**src/design/qpm_pkg.sv**
```systemverilog
package qpm_pkg;

    // sequencer states
    typedef enum logic [3:0] {
        S_IDLE,
        S_CMD,
        S_ERR,
        S_MI,
        S_ACC,
        S_P,
        S_D,
        S_SUM,
        S_DUTY,
        S_FIN
    } t_state;

    // pilot commands
    localparam logic [2:0] CMD_NONE  = 3'd0;
    localparam logic [2:0] CMD_START = 3'd1;
    localparam logic [2:0] CMD_STOP  = 3'd2;
    localparam logic [2:0] CMD_UP    = 3'd3;
    localparam logic [2:0] CMD_DOWN  = 3'd4;

    // drive kinds
    localparam logic [1:0] DRV_NONE = 2'd0;
    localparam logic [1:0] DRV_STOP = 2'd1;
    localparam logic [1:0] DRV_MIX  = 2'd2;

    // LED patterns
    localparam logic [3:0] LED_START = 4'd15;
    localparam logic [3:0] LED_STOP  = 4'd0;
    localparam logic [3:0] LED_UP    = 4'd9;
    localparam logic [3:0] LED_DOWN  = 4'd6;

    // register indexes
    localparam logic [2:0] REG_P_TILT = 3'd0;
    localparam logic [2:0] REG_I_TILT = 3'd1;
    localparam logic [2:0] REG_D_TILT = 3'd2;
    localparam logic [2:0] REG_P_YAW  = 3'd3;
    localparam logic [2:0] REG_I_YAW  = 3'd4;
    localparam logic [2:0] REG_D_YAW  = 3'd5;
    localparam logic [2:0] REG_ROLL   = 3'd6;
    localparam logic [2:0] REG_PITCH  = 3'd7;

    localparam logic [9:0] DUTY_MIN  = 10'd750;
    localparam logic [9:0] DUTY_MAX  = 10'd950;
    localparam logic [9:0] DUTY_STOP = 10'd600;
    localparam logic [9:0] THR_RESET = 10'd750;
    localparam logic [9:0] THR_MAX   = 10'd1000;
    localparam logic [9:0] THR_STEP  = 10'd25;

    localparam int PROD_W  = 42;
    localparam int INTEG_W = 48;
    localparam int LOOP_W  = 50;
    localparam int SUM_W   = 52;
    localparam int SCL_W   = 60;

    // signed divide by 5, truncating toward zero; magnitude by reciprocal 205/1024
    function automatic logic signed [7:0] div5(input logic signed [9:0] d);
        logic [9:0]  mag;
        logic [17:0] pr;
        logic [7:0]  q;
        mag = d[9] ? 10'(-d) : d;
        pr  = 18'(mag) * 18'd205;
        q   = pr[17:10];
        return d[9] ? 8'(-q) : q;
    endfunction

endpackage

```
**src/design/quad_pid_motor_mixer.sv**
```systemverilog
// Attitude controller with X-frame mixer.
// Input channel: i_valid / o_stall with command, sample_valid and three angles.
// An item is taken when i_valid is high and o_stall low; o_stall stays high
// while the sequencer works on it.
// Output channel: o_valid / i_stall, one result per item, held in an output
// register until taken; the block idles again and takes the next item while a
// result still waits.
// Steps: an item that leaves the block disarmed takes a command step and the
// final step; an armed item takes the command step, three PID loops of 5 steps
// on one shared 33x9 multiplier, 2 steps per motor on the mixer adder and the
// final step. o_stall drops as o_valid rises, so the next item can be taken as
// soon as the result of the last one is in the output register.
// While an earlier result still waits under i_stall, the sequencer holds in
// its final step.
// Config port: i_cfg_valid / o_cfg_ready (always ready), index and data;
// write only while idle.
// Reset (synchronous, i_rst_n low): disarmed, throttle 7.50 %, angles,
// integrators and previous errors cleared, gains at their default values.
module quad_pid_motor_mixer (
    input  logic              i_clk,
    input  logic              i_rst_n,
    input  logic              i_cfg_valid,
    output logic              o_cfg_ready,
    input  logic [2:0]        i_cfg_index,
    input  logic [31:0]       i_cfg_data,
    input  logic              i_valid,
    output logic              o_stall,
    input  logic [2:0]        i_command,
    input  logic              i_sample_valid,
    input  logic signed [8:0] i_roll_angle,
    input  logic signed [8:0] i_pitch_angle,
    input  logic signed [8:0] i_yaw_angle,
    output logic              o_valid,
    input  logic              i_stall,
    output logic [1:0]        o_drive_kind,
    output logic [9:0]        o_motor1_duty,
    output logic [9:0]        o_motor2_duty,
    output logic [9:0]        o_motor3_duty,
    output logic [9:0]        o_motor4_duty,
    output logic              o_led_update,
    output logic [3:0]        o_led_pattern,
    output logic              o_is_armed
);
    import qpm_pkg::*;

    t_state r_state, n_state;

    // configuration
    logic [31:0] r_gain [6];
    logic signed [8:0] r_roll_tgt, r_pitch_tgt;

    // controller state
    logic              r_armed;
    logic [9:0]        r_thr;
    logic signed [8:0] r_held [3];
    logic signed [INTEG_W-1:0] r_integ [3];
    logic signed [7:0] r_prev [3];

    // working registers
    logic [2:0]        r_cmd;
    logic              r_smp;
    logic signed [8:0] r_smp_ang [3];
    logic [1:0]        r_k;
    logic signed [7:0] r_err;
    logic signed [LOOP_W-1:0] r_acc;
    logic signed [LOOP_W-1:0] r_lout [3];
    logic signed [SUM_W-1:0]  r_sum;
    logic [9:0]        r_wduty [4];
    logic [1:0]        r_wkind;
    logic              r_wled_upd;
    logic [3:0]        r_wled;

    // output register
    logic       r_ovalid;
    logic [1:0] r_okind;
    logic [9:0] r_oduty [4];
    logic       r_oled_upd;
    logic [3:0] r_oled;
    logic       r_oarmed;

    logic in_acc, out_free;
    assign in_acc   = i_valid && !o_stall;
    assign out_free = !r_ovalid || !i_stall;

    // shared multiplier operands
    logic [31:0]       mul_a;
    logic signed [8:0] mul_b;
    logic signed [PROD_W-1:0] prod;

    qpm_mul u_mul (
        .i_clk  (i_clk),
        .i_a    (mul_a),
        .i_b    (mul_b),
        .o_prod (prod)
    );

    logic tilt;
    assign tilt = (r_k != 2'd2);

    // loop error from held angle and setpoint
    logic signed [8:0] tgt;
    logic signed [9:0] dif;
    assign tgt = (r_k == 2'd0) ? r_roll_tgt : ((r_k == 2'd1) ? r_pitch_tgt : 9'sd0);
    assign dif = 10'(r_held[r_k]) - 10'(tgt);

    // saturating integrator update
    logic signed [INTEG_W:0]   integ_sum;
    logic signed [INTEG_W-1:0] integ_sat;
    assign integ_sum = (INTEG_W+1)'(r_integ[r_k]) + (INTEG_W+1)'(prod);
    always_comb begin
        if (integ_sum[INTEG_W] != integ_sum[INTEG_W-1])
            integ_sat = integ_sum[INTEG_W] ? {1'b1, {(INTEG_W-1){1'b0}}}
                                           : {1'b0, {(INTEG_W-1){1'b1}}};
        else
            integ_sat = integ_sum[INTEG_W-1:0];
    end

    logic signed [LOOP_W-1:0] acc_plus;
    assign acc_plus = r_acc + LOOP_W'(prod);

    // mixer sum for motor r_k: bit 1 picks roll sign, bit 0 yaw sign
    logic signed [SUM_W-1:0] sr, sp, sy, mix_sum;
    assign sr = r_k[1] ? SUM_W'(r_lout[0]) : -SUM_W'(r_lout[0]);
    assign sp = (r_k[0] ^ r_k[1]) ? -SUM_W'(r_lout[1]) : SUM_W'(r_lout[1]);
    assign sy = r_k[0] ? SUM_W'(r_lout[2]) : -SUM_W'(r_lout[2]);
    assign mix_sum = sr + sp + sy;

    // scale by 100, floor to hundredths, add throttle, clamp
    logic signed [SCL_W-1:0]  scl, sx;
    logic signed [SCL_W-25:0] q;
    logic signed [SCL_W-23:0] dsum;
    logic [9:0] duty;
    assign sx   = SCL_W'(r_sum);
    assign scl  = (sx <<< 6) + (sx <<< 5) + (sx <<< 2);
    assign q    = scl[SCL_W-1:24];
    assign dsum = (SCL_W-22)'(q) + (SCL_W-22)'($signed({1'b0, r_thr}));
    always_comb begin
        if (dsum < (SCL_W-22)'($signed({1'b0, DUTY_MIN})))      duty = DUTY_MIN;
        else if (dsum > (SCL_W-22)'($signed({1'b0, DUTY_MAX}))) duty = DUTY_MAX;
        else                                                    duty = dsum[9:0];
    end

    // next state
    always_comb begin
        n_state = r_state;
        unique case (r_state)
            S_IDLE: if (in_acc) n_state = S_CMD;
            S_CMD: begin
                if ((r_cmd == CMD_START) || (r_armed && (r_cmd != CMD_STOP)))
                    n_state = S_ERR;
                else
                    n_state = S_FIN;
            end
            S_ERR:  n_state = S_MI;
            S_MI:   n_state = S_ACC;
            S_ACC:  n_state = S_P;
            S_P:    n_state = S_D;
            S_D:    n_state = (r_k == 2'd2) ? S_SUM : S_ERR;
            S_SUM:  n_state = S_DUTY;
            S_DUTY: n_state = (r_k == 2'd3) ? S_FIN : S_SUM;
            S_FIN:  if (out_free) n_state = S_IDLE;
            default: n_state = S_IDLE;
        endcase
    end

    // multiplier operand selection
    always_comb begin
        mul_a = r_gain[tilt ? 0 : 3];
        mul_b = 9'(r_err);
        unique case (r_state)
            S_MI:    mul_a = r_gain[tilt ? 1 : 4];
            S_ACC:   mul_a = r_gain[tilt ? 0 : 3];
            S_P: begin
                mul_a = r_gain[tilt ? 2 : 5];
                mul_b = 9'(r_err) - 9'(r_prev[r_k]);
            end
            default: mul_a = r_gain[tilt ? 0 : 3];
        endcase
    end

    assign o_stall     = (r_state != S_IDLE);
    assign o_cfg_ready = 1'b1;

    // control registers
    always_ff @(posedge i_clk) begin
        if (!i_rst_n) begin
            r_state     <= S_IDLE;
            r_armed     <= 1'b0;
            r_thr       <= THR_RESET;
            r_ovalid    <= 1'b0;
            r_gain[0]   <= 32'd167772;
            r_gain[1]   <= 32'd1678;
            r_gain[2]   <= 32'd3355;
            r_gain[3]   <= 32'd67108864;
            r_gain[4]   <= 32'd335544;
            r_gain[5]   <= 32'd3355443;
            r_roll_tgt  <= '0;
            r_pitch_tgt <= '0;
            for (int i = 0; i < 3; i++) begin
                r_held[i]  <= '0;
                r_integ[i] <= '0;
                r_prev[i]  <= '0;
            end
        end else begin
            r_state <= n_state;

            // configuration writes
            if (i_cfg_valid) begin
                unique case (i_cfg_index)
                    REG_P_TILT: r_gain[0] <= i_cfg_data;
                    REG_I_TILT: r_gain[1] <= i_cfg_data;
                    REG_D_TILT: r_gain[2] <= i_cfg_data;
                    REG_P_YAW:  r_gain[3] <= i_cfg_data;
                    REG_I_YAW:  r_gain[4] <= i_cfg_data;
                    REG_D_YAW:  r_gain[5] <= i_cfg_data;
                    REG_ROLL:   r_roll_tgt  <= i_cfg_data[8:0];
                    REG_PITCH:  r_pitch_tgt <= i_cfg_data[8:0];
                    default: ;
                endcase
            end

            // command and sample
            if (r_state == S_CMD) begin
                case (r_cmd)
                    CMD_START: r_armed <= 1'b1;
                    CMD_STOP:  r_armed <= 1'b0;
                    CMD_UP:    r_thr <= (r_thr > THR_MAX - THR_STEP) ? THR_MAX
                                                                    : r_thr + THR_STEP;
                    CMD_DOWN:  r_thr <= (r_thr < THR_STEP) ? 10'd0 : r_thr - THR_STEP;
                    default: ;
                endcase
                if (r_smp) begin
                    for (int i = 0; i < 3; i++) r_held[i] <= r_smp_ang[i];
                end
            end

            if (r_state == S_ACC) r_integ[r_k] <= integ_sat;
            if (r_state == S_D)   r_prev[r_k]  <= r_err;

            // output valid: set by a finished item, cleared when taken
            if ((r_state == S_FIN) && out_free) r_ovalid <= 1'b1;
            else if (r_ovalid && !i_stall)      r_ovalid <= 1'b0;
        end
    end

    // datapath registers
    always_ff @(posedge i_clk) begin
        if (in_acc) begin
            r_cmd        <= i_command;
            r_smp        <= i_sample_valid;
            r_smp_ang[0] <= i_roll_angle;
            r_smp_ang[1] <= i_pitch_angle;
            r_smp_ang[2] <= i_yaw_angle;
        end
        case (r_state)
            S_CMD: begin
                r_k        <= 2'd0;
                r_wkind    <= (r_cmd == CMD_STOP) ? DRV_STOP : DRV_NONE;
                case (r_cmd)
                    CMD_START: begin
                        r_wled     <= LED_START;
                        r_wled_upd <= 1'b1;
                    end
                    CMD_STOP: begin
                        r_wled     <= LED_STOP;
                        r_wled_upd <= 1'b1;
                    end
                    CMD_UP: begin
                        r_wled     <= LED_UP;
                        r_wled_upd <= 1'b1;
                    end
                    CMD_DOWN: begin
                        r_wled     <= LED_DOWN;
                        r_wled_upd <= 1'b1;
                    end
                    default: begin
                        r_wled     <= LED_STOP;
                        r_wled_upd <= 1'b0;
                    end
                endcase
                for (int i = 0; i < 4; i++)
                    r_wduty[i] <= (r_cmd == CMD_STOP) ? DUTY_STOP : 10'd0;
            end
            S_ERR:  r_err <= div5(dif);
            S_ACC:  r_acc <= LOOP_W'(integ_sat);
            S_P:    r_acc <= acc_plus;
            S_D: begin
                r_lout[r_k] <= acc_plus;
                r_k         <= (r_k == 2'd2) ? 2'd0 : r_k + 2'd1;
            end
            S_SUM:  r_sum <= mix_sum;
            S_DUTY: begin
                r_wduty[r_k] <= duty;
                r_wkind      <= DRV_MIX;
                r_k          <= r_k + 2'd1;
            end
            S_FIN: begin
                if (out_free) begin
                    r_okind    <= r_wkind;
                    r_oled_upd <= r_wled_upd;
                    r_oled     <= r_wled;
                    r_oarmed   <= r_armed;
                    for (int i = 0; i < 4; i++) r_oduty[i] <= r_wduty[i];
                end
            end
            default: ;
        endcase
    end

    assign o_valid       = r_ovalid;
    assign o_drive_kind  = r_okind;
    assign o_motor1_duty = r_oduty[0];
    assign o_motor2_duty = r_oduty[1];
    assign o_motor3_duty = r_oduty[2];
    assign o_motor4_duty = r_oduty[3];
    assign o_led_update  = r_oled_upd;
    assign o_led_pattern = r_oled;
    assign o_is_armed    = r_oarmed;

    // checks
    a_mix_armed: assert property (@(posedge i_clk) disable iff (!i_rst_n)
        (o_valid && o_drive_kind == DRV_MIX) |-> o_is_armed)
        else $error("mixed duties while disarmed");

    a_stop_duty: assert property (@(posedge i_clk) disable iff (!i_rst_n)
        (o_valid && o_drive_kind == DRV_STOP) |->
            (!o_is_armed && o_motor1_duty == DUTY_STOP && o_motor4_duty == DUTY_STOP))
        else $error("stop result malformed");

    a_fin_hold: assert property (@(posedge i_clk) disable iff (!i_rst_n)
        (r_state == S_FIN && !out_free) |=> (r_state == S_FIN))
        else $error("result dropped under stall");

    a_mix_range: assert property (@(posedge i_clk) disable iff (!i_rst_n)
        (o_valid && o_drive_kind == DRV_MIX) |->
            (o_motor2_duty >= DUTY_MIN && o_motor2_duty <= DUTY_MAX))
        else $error("mixed duty out of range");
endmodule

```
**src/design/qpm_mul.sv**
```systemverilog
module qpm_mul (
    input  logic                                  i_clk,
    input  logic [31:0]                           i_a,
    input  logic signed [8:0]                     i_b,
    output logic signed [qpm_pkg::PROD_W-1:0]     o_prod
);
    import qpm_pkg::*;

    // shared gain multiplier, registered product
    logic signed [PROD_W-1:0] r_prod;

    always_ff @(posedge i_clk) begin
        r_prod <= $signed({1'b0, i_a}) * PROD_W'(i_b);
    end

    assign o_prod = r_prod;
endmodule
```
**config.mk**
```make
export PLATFORM = sky130hd
export DESIGN_NAME = quad_pid_motor_mixer
export DESIGN_NICKNAME = d
export VERILOG_FILES = /design/src/design/qpm_pkg.sv /design/src/design/quad_pid_motor_mixer.sv /design/src/design/qpm_mul.sv
export SDC_FILE = /design/constraint.sdc
export NUM_CORES = 2
export LEC_CHECK = 0
export BUFFER_PORTS_ARGS = -buffer_cell sky130_fd_sc_hd__buf_2
export CORE_AREA = 2 2 325 327
export CTS_CLUSTER_DIAMETER = 40
export DETAILED_ROUTE_END_ITERATION = 8
export DIE_AREA = 0 0 327 329
export PLACE_DENSITY_LB_ADDON = 0.12
export SLEW_MARGIN = 20
export SYNTH_ARGS = -nofsm -noshare
export SYNTH_HDL_FRONTEND = slang
export SYNTH_SLANG_ARGS = --single-unit
```
**constraint.sdc**
```tcl
create_clock -name i_clk -period 26.1 [get_ports i_clk]
set_input_delay 3.915 -clock i_clk [delete_from_list [all_inputs] [get_ports i_clk]]
set_output_delay 3.915 -clock i_clk [all_outputs]
set_load 0.01 [all_outputs]
```
Word-level counts from Yosys, hierarchy flattened. Memory sizes are Yosys's and may differ from the RTL's. A register that Yosys moved wholly into a read port is not among the register bits. Index checks and enable logic that the tools add are counted.

RAM bits: 644. Input port bits: 71. Word-level logic and storage cells: 220. Latch bits: 0. Output and inout port bits: 51. Memories kept: 8. Bits in read-only memories: 0. Bits in registers: 207.

Memory list: r_gain (words 6, width 32, read ports 3, clocked after memory_dff 0, write ports 6, line quad_pid_motor_mixer.sv:49) `logic [31:0] r_gain [6];`; r_lout (words 3, width 50, read ports 3, clocked after memory_dff 0, write ports 1, line quad_pid_motor_mixer.sv:66) `logic signed [LOOP_W-1:0] r_lout [3];`; r_integ (words 3, width 48, read ports 1, clocked after memory_dff 1, write ports 3, line quad_pid_motor_mixer.sv:56) `logic signed [INTEG_W-1:0] r_integ [3];`; r_oduty (words 4, width 10, read ports 4, clocked after memory_dff 0, write ports 4, line quad_pid_motor_mixer.sv:76) `logic [9:0] r_oduty [4];`; r_wduty (words 4, width 10, read ports 4, clocked after memory_dff 0, write ports 4, line quad_pid_motor_mixer.sv:68) `logic [9:0] r_wduty [4];`; r_held (words 3, width 9, read ports 1, clocked after memory_dff 1, write ports 3, line quad_pid_motor_mixer.sv:55) `logic signed [8:0] r_held [3];`; +2 memories.

Multiplexer cells: 102. Divide/modulo/power cells: 0. Multipliers: 2. Order comparisons: 4. Reduce and logical (&&, ||, !) cells: 29. Add/sub/neg operators: 17. Shift-type cells: 0. Eq/ne operators: 28. Bitwise logic cells: 10.

Operator list (count): 32-bit two-way mux (6); 52-bit two-way mux (3); 50-bit negation with 52-bit output (3); 48-bit two-way mux (3); 52-bit adder (2); 50-bit case mux with 2 select lines (1); 10-bit two-way mux (7); 32-bit case mux with 2 select lines (1); 59-bit by 54-bit adder with 60-bit output (1); 58-bit by 57-bit adder with 59-bit output (1); 9-bit two-way mux (6); 1-bit two-way mux (52); 50-bit by 42-bit adder with 50-bit output (1); 48-bit by 42-bit adder with 49-bit output (1); 48-bit OR reduction (1); 33-bit by 9-bit multiplier with 42-bit output (1); 4-bit case mux with 10 select lines (1); 36-bit by 11-bit adder with 37-bit output (1); 37-bit by 11-bit greater-than comparator with 1-bit output, second input constant (1); 37-bit by 11-bit less-than comparator with 1-bit output, second input constant (1); 10-bit case mux with 2 select lines (1); 10-bit by 8-bit multiplier with 18-bit output, second input constant (1); 4-bit by 3-bit == test with 1-bit output, second input constant (4); 2-bit two-way mux (8); other kinds (42) (84).

Depth between registers and ports, before layout.
Depth in word-level cells: 9. Mapped depth: 40. Gate-level depth less buffers: 37.

Hierarchy. A second synthesis with hierarchy kept.

Cells, all modules: 5824. Area total of the unflattened synthesis: 62439.9 um^2.

By module, submodules not included: quad_pid_motor_mixer (instances 1, area each 52394.0 um^2, seq. area each 25554.5 um^2, cells an instance 4771); qpm_mul (instances 1, area each 10045.9 um^2, seq. area each 840.8 um^2, cells an instance 1053).

Worst setup path before layout. No wires, ideal clock.

Path kind: register to register. Start point: register r_state[3]. End point: register u_mul.r_prod[41], in the netlist u_mul.o_prod[41]. Arrival time: 12114 ps. Library setup time: 72 ps. Path slack: 13914 ps. Period minus slack after synthesis: 12186 ps. Buffers on the path: 3. Data required time: 26028 ps. Cell stages (with the launch flop): 32. Cell sequence: dfxtp_1 > clkbuf_1 > nor3b_1 > nand2_1 > o21ai_0 > clkbuf_1 > clkbuf_1 > nand2_1 > fa_1 > fa_1 > inv_1 > ha_1 > inv_1 > fa_1 > inv_1 > ha_1 > ha_1 > fa_1 > a21o_1 > a21oi_1 > nand2b_1 > a21oi_1 > nand3_1 > a31oi_1 > a2111oi_0 > o311ai_0 > o211ai_1 > nor2_1 > o41ai_1 > o2111ai_1 > a21oi_1 > xnor2_1.

Word-level cells in the longest chain between the ends: 3. Elaborated cells between the ends (all ways): 5. Classes of those cells: mul: 1; eq/ne: 2; mux: 2.

RTL lines: from (decl) (line quad_pid_motor_mixer.sv:46) `t_state r_state, n_state;`; from (signal assigned) (line quad_pid_motor_mixer.sv:205) `r_state <= n_state;`; 4-bit by 3-bit == test with 1-bit output or 4-bit by 2-bit == test with 1-bit output (tied branches) (line quad_pid_motor_mixer.sv:170) `unique case (r_state)`; 32-bit case mux with 2 select lines or 9-bit two-way mux (tied branches) (line quad_pid_motor_mixer.sv:170); 33-bit by 9-bit multiplier with 42-bit output * (line qpm_mul.sv:13) `r_prod <= $signed({1'b0, i_a}) * PROD_W'(i_b);`; to (signal assigned) (line qpm_mul.sv:13); to (decl) (line qpm_mul.sv:10) `logic signed [PROD_W-1:0] r_prod;`.

Mark *: on every way between the ends. The rest lies on a longest branch, timed or not. A chain may end at the register's enable or synchronous reset.

==> impl_metrics.toml <==
[synthesis]
synth_area_per_cell_um2 = 10.6
yosys-top-cells-area = "edfxtp_1 40%, fa_1 11%, ha_1 7.8%"
synth_top_area_share_pct = 40.0
synthArstFlopShare_pct = 0
post-synth-top-count-cell = "edfxtp_1"
ys_types = 91
ys_ff_latch = 905
synth_edf_count = 827
synth_top_area_cell = "edfxtp_1"
yosys_warnings = 0
syn_nets = 6665
synth_cells = 5871
synthTopCellsByCount = "827 x edfxtp_1, 647 x nor2_1, 518 x inv_1"
syn_area_mm2 = 0.0620
ys_seq_area_share_pct = 42.5
ys.flop_type = "edfxtp_1"

[worst_setup_path]
crit_type = "flip-flop to flip-flop"
critPathCaptureType = "flip-flop"
regToRegSetupSlack_ps = 15970
r2r_end = "u_mul.o_prod[41]"
startpoint_type = "flip-flop"
critPathMaxStageDelay_ps = 890
cp.arrival_ps = 10760
crit_fanout = 32
worst-r2r-cell-count = 36
cp.required_ps = 26740
crit_slowest_cell = "a2111oi_0"

[drt]
drtIter0Drc = 2746
avgViaCountPerCell = 5.78
num_vias = 43044
wl_um = 142000
drc_errors = 0
ant_nets = 0
first_pass_iters = 5
wire_per_inst_um = 19.1

[cells_and_area]
n_fill_cell = 8156
multi_input_area_mm2 = 0.0331
antenna_cells = 0
syn_to_final_growth_pct = 9.91
final_core_util_pct = 65.3
nets = 6748
drive_gt1_share_pct = 8.72
final-seq-area_mm2 = 0.0264

[sta]
fmax_mhz = 98.7
fin_setup_tns_ps = 0
final-setup-viol-count = 0
worst_pin_slew_ps = 1200
clock_skew_ps = 50.2
hold_ws_ps = 418
min_period_ps = 10130
fin_ws_ps = 15970
fin_crit_sh_pct = 38.8
maxSlewViolCount = 0
max_slew_margin_pct = 19.4
hold_viol = 0
rsz0062_at_grt = "false"

[worst_hold_path]
min_from = "r_wduty[3][8]"
hold_end = "r_oduty[3][8]"
hold_depth = 0
hp-class = "flip-flop to flip-flop"

[clock_network]
clock_path_buffers = 3
post_cts_buffers = 0
hold_buffers = 0
clock-sinks = 905
cts-root-buf = "clkbuf_16"
cts_tree = "done"
cts_resized = 0
htree_levels = 3
path_clk_slew_ps = 60
cts_made_buffers = 111
clk_latency_ps = 740

[die]
die_w_um = 327
die_h_um = 329
start_util_pct = 59.4
dieArea_mm2 = 0.108
ios = 122
rows = 119
core_area_mm2 = 0.104

[grt]
grt_pass1_vias = 42966
grt_pass1_wl_um = 228000
grt_overflow_total = 0
grt_use_total_pct = 26.7
grt_max_degree = 82
antenna_found_initial = 0

[placement]
gp_congestion = 0.894
post-place-ws_ps = 16010
dpl.hpwl_um = 105000
io_buffers = 120

[run_status]
outcome = "complete, no violations"

[job]
drv_cap = 0
==> kinds of logic (layout without fill, tap and decap cells) <==
| logic type | Yosys count | after routing | synth area share [%] |
|---|---|---|---|
| muxes | 87 | 87 | 2.55 |
| buffers and inverters | 727 | 909 | 4.43 |
| DFF | 905 | 905 | 42.5 |
| adders and majority gates | 723 | 723 | 18.6 |
| other | 1 | 1 | 0.00604 |
| xor gates and xnor gates | 390 | 390 | 5.52 |
| and+or+nand+nor | 1898 | 1898 | 14.7 |
| AOI/OAI and AO/OA | 1140 | 1140 | 11.6 |
==> cell type report <==
cell class                 count  area share, %
clock buffer                 135           4.45
sequential                   905           38.7
tap                         1391           2.55
multi-input combinational   4239           48.6
timing repair buffer         176           1.50
inverter                     521           2.87
clock inverter                77           1.36
==> through the flow <==
| stage | cells | area, um^2 |
|---|---|---|
| final | 7444 | 68200 |
| after global routing | 7444 | 68200 |
| after CTS | 7444 | 68200 |
| after detailed placement | 7232 | 64200 |
| after global placement | 7232 | 64200 |
| after floorplan | 5871 | 62000 |
==> state kept, by name, indices dropped and copies added, names as in the netlist, 3 cells and up, named ones only <==
name / cells
r_err: 8
r_lout: 150
r_held: 27
r_integ: 192
r_gain: 192
r_sum: 52
r_pitch_tgt: 9
r_oduty: 40
r_smp_ang: 27
r_prev: 32
r_wduty: 40
r_acc: 50
r_cmd: 3
r_state: 4
r_roll_tgt: 9
r_thr: 10
u_mul.o_prod: 42
==> layer usage <==
layer	global-route usage (%)	routed length, um	share of wire, %	vias up
li1	-	-	-	20758
met1	34.5	60000	42	20961
met2	46.6	70700	50	1099
met3	3.14	7190	5.0	226
met4	9.29	4460	3.1	0
met5	0	0	0	-
==> worst max-delay path, delay by kind of cell (launching register included) <==
kind / cells / cell delay, ps
xor+xnor: 2 / 290
fa+ha+maj: 7 / 3140
simple gates: 5 / 630
flops: 1 / 750
compound gates: 16 / 4000
buf+inv: 5 / 600
mux: 1 / 570
==> worst max path at each step <==
stage	startpoint	to	slack [ps]	depth (start not counted)
floorplan	r_state[3]	u_mul.o_prod[41]	13910	31
global placement	flip-flop	u_mul.o_prod[41]	16000	36
detailed placement	flip-flop	u_mul.o_prod[41]	16010	36
CTS	flip-flop	u_mul.o_prod[41]	15950	36
global route	flip-flop	u_mul.o_prod[41]	15220	36
finish	flip-flop	u_mul.o_prod[41]	15970	36
==> cell usage in the layout, fill, tap and decap left out, types with 115 or more instances in the layout <==
cell,count
nor2_1,641
o21ai_0,203
fa_1,335
buf_2,120
inv_1,517
clkbuf_16,115
a21oi_1,385
ha_1,387
xor2_1,149
nand2_1,428
and2_1,231
edfxtp_1,827
xnor2_1,240
Power is not shown: default switching activity piles up to over one toggle a cycle in this logic, so the estimate is an artifact.
